[src/design/ntir_pkg.sv]
// Shared types and constants for the name-to-id registry.
// Used by the front queue, the search back end and the top level.
package ntir_pkg;

    localparam int KEY_W    = 64;
    localparam int ID_W     = 8;
    localparam int FUNC_W   = 2;
    localparam int STATUS_W = 2;
    localparam int DATA_W   = ID_W + KEY_W;

    localparam logic [FUNC_W-1:0] FUNC_REGISTER = 2'd0;
    localparam logic [FUNC_W-1:0] FUNC_LOOKUP   = 2'd1;

    localparam logic [STATUS_W-1:0] ST_OK        = 2'd0;
    localparam logic [STATUS_W-1:0] ST_NOT_FOUND = 2'd1;
    localparam logic [STATUS_W-1:0] ST_FULL      = 2'd2;
    localparam logic [STATUS_W-1:0] ST_INVALID   = 2'd3;

    typedef struct packed {
        logic [FUNC_W-1:0] func;
        logic [KEY_W-1:0]  key;
        logic [ID_W-1:0]   tid;
    } cmd_t;

    typedef enum logic {
        BK_IDLE,
        BK_SCAN
    } back_state_t;

endpackage

[src/design/name_to_id_registry.sv]
// Name-to-id registry: a request is registered into the front queue, then the back
// end scans the used entries one per cycle through the table RAM's single read port.
// A scan reads at most used_count entries, at most ENTRIES. The back end takes a new
// register or lookup only once the previous scan has ended and its result has been
// popped. An invalid code is answered from the idle state without a scan.
// Reset clears the queues and the used count; the table RAM itself is not cleared.
module name_to_id_registry #(
    parameter int ENTRIES    = 32,
    parameter int NAME_BYTES = 8
) (
    input  logic                          clk,
    input  logic                          rst_n,
    input  logic                          push,
    output logic                          full,
    input  logic [ntir_pkg::FUNC_W-1:0]   func,
    input  logic [ntir_pkg::KEY_W-1:0]    name_key,
    input  logic [ntir_pkg::ID_W-1:0]     task_id,
    output logic                          empty,
    input  logic                          pop,
    output logic [ntir_pkg::STATUS_W-1:0] status,
    output logic [ntir_pkg::ID_W-1:0]     found_id
);

    localparam int CNT_W = $clog2(ENTRIES + 1);

    logic             cmd_valid, cmd_take, res_valid;
    ntir_pkg::cmd_t   cmd;
    logic [1:0]       fq_level;
    logic [CNT_W-1:0] used_count;

    ntir_front #(
        .NAME_BYTES (NAME_BYTES)
    ) u_front (
        .clk       (clk),
        .rst_n     (rst_n),
        .push      (push),
        .full      (full),
        .func      (func),
        .name_key  (name_key),
        .task_id   (task_id),
        .cmd_valid (cmd_valid),
        .cmd       (cmd),
        .cmd_take  (cmd_take),
        .level     (fq_level)
    );

    ntir_back #(
        .ENTRIES (ENTRIES)
    ) u_back (
        .clk        (clk),
        .rst_n      (rst_n),
        .cmd_valid  (cmd_valid),
        .cmd        (cmd),
        .cmd_take   (cmd_take),
        .res_valid  (res_valid),
        .res_pop    (pop),
        .res_status (status),
        .res_id     (found_id),
        .used_count (used_count)
    );

    assign empty = !res_valid;

    a_used_bound: assert property (@(posedge clk) disable iff (!rst_n)
        used_count <= CNT_W'(ENTRIES))
        else $error("used count beyond table size");

    a_used_grow: assert property (@(posedge clk) disable iff (!rst_n)
        (used_count == $past(used_count)) || (used_count == $past(used_count) + CNT_W'(1)))
        else $error("used count moved by more than one append");

    a_queue_level: assert property (@(posedge clk) disable iff (!rst_n)
        fq_level <= 2'd2)
        else $error("front queue level out of range");

endmodule

[src/design/ntir_ram.sv]
// Generic single-write, single-read RAM with registered read data.
// No dependencies.
module ntir_ram #(
    parameter int WIDTH = 8,
    parameter int DEPTH = 32
) (
    input  logic                     clk,
    input  logic                     wr_en,
    input  logic [$clog2(DEPTH)-1:0] wr_addr,
    input  logic [WIDTH-1:0]         wr_data,
    input  logic                     rd_en,
    input  logic [$clog2(DEPTH)-1:0] rd_addr,
    output logic [WIDTH-1:0]         rd_data
);

    logic [WIDTH-1:0] mem [DEPTH];
    logic [WIDTH-1:0] rd_data_reg;

    always_ff @(posedge clk)
    begin
        if (wr_en)
        begin
            mem[wr_addr] <= wr_data;
        end
        if (rd_en)
        begin
            rd_data_reg <= mem[rd_addr];
        end
    end

    assign rd_data = rd_data_reg;

endmodule

[src/design/ntir_front.sv]
// Request front end: masks the name key and holds requests in a two-word queue.
// Depends on ntir_pkg.
module ntir_front #(
    parameter int NAME_BYTES = 8
) (
    input  logic                          clk,
    input  logic                          rst_n,
    input  logic                          push,
    output logic                          full,
    input  logic [ntir_pkg::FUNC_W-1:0]   func,
    input  logic [ntir_pkg::KEY_W-1:0]    name_key,
    input  logic [ntir_pkg::ID_W-1:0]     task_id,
    output logic                          cmd_valid,
    output ntir_pkg::cmd_t                cmd,
    input  logic                          cmd_take,
    output logic [1:0]                    level
);

    localparam logic [ntir_pkg::KEY_W-1:0] KEY_MASK =
        (NAME_BYTES >= 8) ? {ntir_pkg::KEY_W{1'b1}}
                          : ((ntir_pkg::KEY_W'(1) << (8 * NAME_BYTES)) - ntir_pkg::KEY_W'(1));

    ntir_pkg::cmd_t slot_reg [2];
    logic           wr_ptr_reg, wr_ptr_next;
    logic           rd_ptr_reg, rd_ptr_next;
    logic [1:0]     count_reg, count_next;
    logic           do_push, do_pop;
    ntir_pkg::cmd_t in_cmd;

    assign full      = (count_reg == 2'd2);
    assign cmd_valid = (count_reg != 2'd0);
    assign cmd       = slot_reg[rd_ptr_reg];
    assign level     = count_reg;

    assign do_push = push && !full;
    assign do_pop  = cmd_take && cmd_valid;

    always_comb
    begin
        in_cmd.func = func;
        in_cmd.key  = name_key & KEY_MASK;
        in_cmd.tid  = task_id;
    end

    always_comb
    begin
        wr_ptr_next = do_push ? ~wr_ptr_reg : wr_ptr_reg;
        rd_ptr_next = do_pop ? ~rd_ptr_reg : rd_ptr_reg;
        count_next  = count_reg;
        if (do_push && !do_pop)
        begin
            count_next = count_reg + 2'd1;
        end
        else if (!do_push && do_pop)
        begin
            count_next = count_reg - 2'd1;
        end
    end

    always_ff @(posedge clk or negedge rst_n)
    begin
        if (!rst_n)
        begin
            wr_ptr_reg <= 1'b0;
            rd_ptr_reg <= 1'b0;
            count_reg  <= 2'd0;
        end
        else
        begin
            wr_ptr_reg <= wr_ptr_next;
            rd_ptr_reg <= rd_ptr_next;
            count_reg  <= count_next;
        end
    end

    always_ff @(posedge clk)
    begin
        if (do_push)
        begin
            slot_reg[wr_ptr_reg] <= in_cmd;
        end
    end

endmodule

[src/design/ntir_back.sv]
// Search back end: scans the entry table one entry per cycle, updates it and
// holds the result word. Depends on ntir_pkg and ntir_ram.
module ntir_back #(
    parameter int ENTRIES = 32,
    localparam int CNT_W  = $clog2(ENTRIES + 1),
    localparam int IDX_W  = $clog2(ENTRIES)
) (
    input  logic                            clk,
    input  logic                            rst_n,
    input  logic                            cmd_valid,
    input  ntir_pkg::cmd_t                  cmd,
    output logic                            cmd_take,
    output logic                            res_valid,
    input  logic                            res_pop,
    output logic [ntir_pkg::STATUS_W-1:0]   res_status,
    output logic [ntir_pkg::ID_W-1:0]       res_id,
    output logic [CNT_W-1:0]                used_count
);

    localparam logic [CNT_W-1:0] ENTRY_CNT = CNT_W'(ENTRIES);

    ntir_pkg::back_state_t state_reg, state_next;
    ntir_pkg::cmd_t        cur_reg, cur_next;
    logic [CNT_W-1:0]      idx_reg, idx_next;
    logic [CNT_W-1:0]      used_reg, used_next;
    logic                  pend_reg, pend_next;
    logic [IDX_W-1:0]      pend_idx_reg, pend_idx_next;
    logic                  res_valid_reg, res_valid_next;
    logic [ntir_pkg::STATUS_W-1:0] res_status_reg, res_status_next;
    logic [ntir_pkg::ID_W-1:0]     res_id_reg, res_id_next;

    logic                          rd_en, wr_en;
    logic [IDX_W-1:0]              rd_addr, wr_addr;
    logic [ntir_pkg::DATA_W-1:0]   wr_data, rd_data;
    logic                          valid_func, hit, scan_more;

    ntir_ram #(
        .WIDTH (ntir_pkg::DATA_W),
        .DEPTH (ENTRIES)
    ) u_table (
        .clk     (clk),
        .wr_en   (wr_en),
        .wr_addr (wr_addr),
        .wr_data (wr_data),
        .rd_en   (rd_en),
        .rd_addr (rd_addr),
        .rd_data (rd_data)
    );

    assign valid_func = (cmd.func == ntir_pkg::FUNC_REGISTER) ||
                        (cmd.func == ntir_pkg::FUNC_LOOKUP);
    // Data of the previous read is compared while the next one is issued.
    assign hit        = pend_reg && (rd_data[ntir_pkg::KEY_W-1:0] == cur_reg.key);
    assign scan_more  = (idx_reg != used_reg);

    always_comb
    begin
        state_next = state_reg;
        case (state_reg)
            ntir_pkg::BK_IDLE:
            begin
                if (cmd_valid && !res_valid_reg && valid_func)
                begin
                    state_next = ntir_pkg::BK_SCAN;
                end
            end
            ntir_pkg::BK_SCAN:
            begin
                if (hit || !scan_more)
                begin
                    state_next = ntir_pkg::BK_IDLE;
                end
            end
            default:
            begin
                state_next = ntir_pkg::BK_IDLE;
            end
        endcase
    end

    always_comb
    begin
        cmd_take        = 1'b0;
        cur_next        = cur_reg;
        idx_next        = idx_reg;
        used_next       = used_reg;
        pend_next       = pend_reg;
        pend_idx_next   = pend_idx_reg;
        res_valid_next  = res_valid_reg;
        res_status_next = res_status_reg;
        res_id_next     = res_id_reg;
        rd_en           = 1'b0;
        rd_addr         = idx_reg[IDX_W-1:0];
        wr_en           = 1'b0;
        wr_addr         = pend_idx_reg;
        wr_data         = {cur_reg.tid, cur_reg.key};

        if (res_pop && res_valid_reg)
        begin
            res_valid_next = 1'b0;
        end

        case (state_reg)
            ntir_pkg::BK_IDLE:
            begin
                if (cmd_valid && !res_valid_reg)
                begin
                    cmd_take  = 1'b1;
                    cur_next  = cmd;
                    idx_next  = '0;
                    pend_next = 1'b0;
                    if (!valid_func)
                    begin
                        res_valid_next  = 1'b1;
                        res_status_next = ntir_pkg::ST_INVALID;
                        res_id_next     = '0;
                    end
                end
            end
            ntir_pkg::BK_SCAN:
            begin
                if (hit)
                begin
                    pend_next      = 1'b0;
                    res_valid_next = 1'b1;
                    res_status_next = ntir_pkg::ST_OK;
                    if (cur_reg.func == ntir_pkg::FUNC_REGISTER)
                    begin
                        // overwrite the id of the matching entry
                        wr_en       = 1'b1;
                        wr_addr     = pend_idx_reg;
                        res_id_next = '0;
                    end
                    else
                    begin
                        res_id_next = rd_data[ntir_pkg::DATA_W-1:ntir_pkg::KEY_W];
                    end
                end
                else if (scan_more)
                begin
                    rd_en         = 1'b1;
                    pend_next     = 1'b1;
                    pend_idx_next = idx_reg[IDX_W-1:0];
                    idx_next      = idx_reg + CNT_W'(1);
                end
                else
                begin
                    pend_next      = 1'b0;
                    res_valid_next = 1'b1;
                    res_id_next    = '0;
                    if (cur_reg.func == ntir_pkg::FUNC_REGISTER)
                    begin
                        if (used_reg != ENTRY_CNT)
                        begin
                            // append at the next free slot
                            wr_en           = 1'b1;
                            wr_addr         = used_reg[IDX_W-1:0];
                            used_next       = used_reg + CNT_W'(1);
                            res_status_next = ntir_pkg::ST_OK;
                        end
                        else
                        begin
                            res_status_next = ntir_pkg::ST_FULL;
                        end
                    end
                    else
                    begin
                        res_status_next = ntir_pkg::ST_NOT_FOUND;
                    end
                end
            end
            default:
            begin
                pend_next = 1'b0;
            end
        endcase
    end

    always_ff @(posedge clk or negedge rst_n)
    begin
        if (!rst_n)
        begin
            state_reg     <= ntir_pkg::BK_IDLE;
            used_reg      <= '0;
            pend_reg      <= 1'b0;
            res_valid_reg <= 1'b0;
        end
        else
        begin
            state_reg     <= state_next;
            used_reg      <= used_next;
            pend_reg      <= pend_next;
            res_valid_reg <= res_valid_next;
        end
    end

    always_ff @(posedge clk)
    begin
        cur_reg        <= cur_next;
        idx_reg        <= idx_next;
        pend_idx_reg   <= pend_idx_next;
        res_status_reg <= res_status_next;
        res_id_reg     <= res_id_next;
    end

    assign res_valid  = res_valid_reg;
    assign res_status = res_status_reg;
    assign res_id     = res_id_reg;
    assign used_count = used_reg;

endmodule
[config.mk]
export PLATFORM = sky130hd
export DESIGN_NAME = name_to_id_registry
export DESIGN_NICKNAME = d
export VERILOG_FILES = /design/src/design/ntir_pkg.sv /design/src/design/name_to_id_registry.sv /design/src/design/ntir_ram.sv /design/src/design/ntir_front.sv /design/src/design/ntir_back.sv
export SDC_FILE = /design/constraint.sdc
export NUM_CORES = 2
export LEC_CHECK = 0
export BUFFER_PORTS_ARGS = -buffer_cell sky130_fd_sc_hd__buf_2
export CORE_MARGIN = 2
export CORE_UTILIZATION = 25
export CTS_BUF_LIST = sky130_fd_sc_hd__clkbuf_2 sky130_fd_sc_hd__clkbuf_4 sky130_fd_sc_hd__clkbuf_8
export CTS_CLUSTER_SIZE = 8
export DETAILED_ROUTE_END_ITERATION = 8
export GPL_TIMING_DRIVEN = 0
export PLACE_DENSITY = 0.38
export SLEW_MARGIN = 5
export SYNTH_ARGS = -nofsm -noshare
export SYNTH_HDL_FRONTEND = slang
export SYNTH_SLANG_ARGS = --single-unit
[constraint.sdc]
create_clock -name clk -period 28.5 [get_ports clk]
set_clock_uncertainty 0.05 [all_clocks]
set_input_delay 1.425 -clock clk [delete_from_list [all_inputs] [get_ports clk]]
set_output_delay 1.425 -clock clk [all_outputs]
set_load 0.005 [all_outputs]
==> results.cfg <==
[clocking]
clk_path_buf_depth = 4
worstSkewPairLatency_ns = 1.12
cts_hold_repair.buffers = 0
htree_levels = 5
tritoncts_clock_tree = built
post_cts_resized = 0
cts-root-buf = clkbuf_8
postCtsSetupRepairBufs = 0
path_clk_slew_ns = 0.06
cts-buffers-inserted = 440
clock_sinks = 2632

[final_layout]
syn2layout_area_growth_pct = 20.3
largest_register_ffs = 2304
final_layout_size_suffix_gt1_share_pct = 42.1
most-common-layout-cells = edfxtp_1 (2619), mux4_2 (720), clkbuf_8 (444)
finalNetCount = 5023
layout.cells.most_common = edfxtp_1
layout.cell_area.non_filler_sq_mm = 0.120

[setup_path]
rr_worst_depth = 15
crit-reg2reg-capture = u_back.u_table.mem[24][3]
setup.worst_path.end_class = flop
timing.critical_path.to = u_back.u_table.mem[24][3]
worstPathMaxFanout = 33
arrival_ns = 7.94
timing.reg2reg.setup_slack_ns = 21.28
worstReg2RegStart = u_back.cur_reg[70]
cp-start-kind = flop
critical_path.startpoint = u_back.cur_reg[70]
critical_path_required_ns = 29.22
critPathKind = reg2reg

[timing]
worst_pin_slew_ns = 1.43
relSlewSlack_pct = 4.46
totalNegativeSetupSlack_ns = 0
final_hold_viol_count = 0
timing.final.crit_period_ns = 7.22
setup_ws_ns = 21.28
unrepaired_setup_endpoints_after_global_routing = false
fmax_mhz = 138
period_share_pct = 25.3
setup_viol = 0
report.final.slew_viol_count = 0

[logic_synthesis]
synth.top_cells.by_area = edfxtp_1 (79%), mux4_2 (16%), mux2_2 (1.7%), clkbuf_1 (0.46%), xor2_1 (0.34%)
synthesis.nets = 4046
synth_warnings = 0
netlist_area_pre_place_sq_mm = 0.0994
synth.top_cell.area_share_pct = 79.1
ys.flop_type = edfxtp_1
synth_edf_count = 2619
post_synth_inst_count = 3964
syn_area_per_cell_sq_um = 25.1
synth-seq-cells = 2632
synth_seq_area_share_pct = 79.4
ys_types = 52
synth_top_area_cell = edfxtp_1
async_s_r_ff_share_synth_pct = 0.494

[floorplanning]
die-height_microns = 635
num_io_pins = 90
floorplan.die_area_sq_mm = 0.403
number_of_placement_rows = 231
fp.dieW_microns = 635
core_sq_mm = 0.396
floorplan.initialDensity_pct = 25.1

[status]
status = finished, final reports clean

[power_and_ir_drop]
power.leakage_nw = 37.4
power-per-cell-area_mw_per_mm2 = 96.5
peak_supply_drop_v = 0.0000753

[drt]
total_vias_in_the_final_route = 47700
via_density_per_instance = 4.53
routed_wirelength_microns = 322000
drc = 0
ant_nets = 0
first_pass_iters = 8
dr.first_iter.drc_count = 4609
route.detailed.wl_per_inst_microns = 30.6

[worst_hold_path]
worstHoldPathType = in2async

[global_routing]
grt-ovfl-total = 0
number_of_global_route_vias_before_repair = 50100
first_pass_grt_wire_length_microns = 435000
pin_count_of_the_biggest_net_entering_global_routing = 53
global_route.usage.total_pct = 15.8
grt_antenna_before_repair = 28

[place]
dp_hpwl_microns = 225000
port_buffers = 89
post_dp_cell_area_sq_mm = 0.111
place_worst_setup_slack_ns = 21.35
final_weighted_congestion_in_routability_driven_placement = 0.713

[flow_run]
drv_cap = 0
synth_stat cells (2+ instances only):
cell type,n
buf_2,43
or2_1,3
buf_6,2
nor2b_1,8
nand3_1,7
nand4_1,9
nor4_1,14
and2_1,5
a22oi_2,2
nor2_1,31
nand3b_1,2
nor4_2,2
edfxtp_1,2619
xnor2_1,33
nor3_1,25
nand2_1,18
o21ai_0,4
buf_4,2
o22ai_1,4
or4_1,2
xor2_1,39
and3_1,2
clkbuf_1,121
dfrtp_1,13
ha_1,4
nand2b_1,8
mux4_2,720
inv_1,24
or3_1,2
o2111ai_1,2
o32ai_1,2
mux2_2,149
buf_1,21
a32oi_1,2
a21oi_1,3
power breakdown:
group          internal [mW]  total, mW  switching (mW)  leakage, nW
clock                   1.65       3.19            1.54         4.32
sequential              4.83       5.18           0.353         23.8
combinational           1.31       3.17            1.85         9.28
how the worst min path moves through the flow:
| stage | startpoint | end | slack [ns] | depth (start not counted) |
|---|---|---|---|---|
| 5_1_grt | rst_n | u_front.wr_ptr_reg | 0.09 | 1 |
| 3_5_place_dp | u_back.idx_reg[2] | u_back.pend_idx_reg[2] | 0.38 | 0 |
| 2_1_floorplan | u_back.idx_reg[3] | u_back.pend_idx_reg[3] | 0.37 | 0 |
| 4_1_cts | rst_n | u_front.wr_ptr_reg | 0.05 | 1 |
| 6_report | rst_n | u_front.wr_ptr_reg | 0.17 | 1 |
| 3_3_place_gp | u_back.idx_reg[3] | u_back.pend_idx_reg[3] | 0.38 | 0 |
metal layers:
metal	GRT usage (%)	vias to the layer above	part of all wire, %
li1	-	19200	-
met2	26.4	1458	49
met5	0	-	0
met1	21.7	26700	44
met3	2.54	399	5.2
met4	3.34	0	2.0
critical path, cell delays in order, from the launching register on:
cell	delay, ns
edfxtp_1	0.79
xnor2_1	0.93
nand4_1	0.18
nor2_1	0.61
nand4_1	0.32
nor4_2	1.06
nor2_1	0.45
a22o_4	0.41
nor4_2	0.70
buf_4	0.31
buf_4	0.21
buf_4	0.19
buf_4	0.17
buf_4	0.17
buf_6	0.14
buf_4	0.17
area by class of cell:
| cell class | instances | area, sq um |
|---|---|---|
| Fill cell | 38400 | 276000 |
| Sequential cell | 2632 | 79000 |
| Timing Repair Buffer | 535 | 5150 |
| Buffer | 190 | 877 |
| Inverter | 24 | 100 |
| Tap cell | 5242 | 6560 |
| Clock buffer | 596 | 7250 |
| Antenna cell | 10 | 25.0 |
| Multi-Input combinational cell | 1118 | 19800 |
| Clock inverter | 176 | 883 |
stage by stage:
| step | hold slack, ns | power, mW | util (%) | instances |
|---|---|---|---|---|
| floorplan | 0.371 | 6.94 | - | 3964 |
| global placement | 0.380 | 8.49 | 26.9 | 9295 |
| detailed placement | 0.385 | 8.53 | 28.1 | 9737 |
| CTS | 0.0485 | 11.8 | 30.2 | 10500 |
| global route | 0.0915 | 12.0 | 30.2 | 10500 |
| finish | 0.166 | 11.5 | 30.2 | 10500 |
cell families after synthesis:
kind of cell	share of synthesized area [%]
muxes	18.0
AOI/OAI and AO/OA	0.258
DFF	79.4
adders and majority gates	0.0503
xor gates and xnor gates	0.634
and+or+nand+nor	0.764
buffers and inverters	0.886
(Power assumes the default switching activity.)
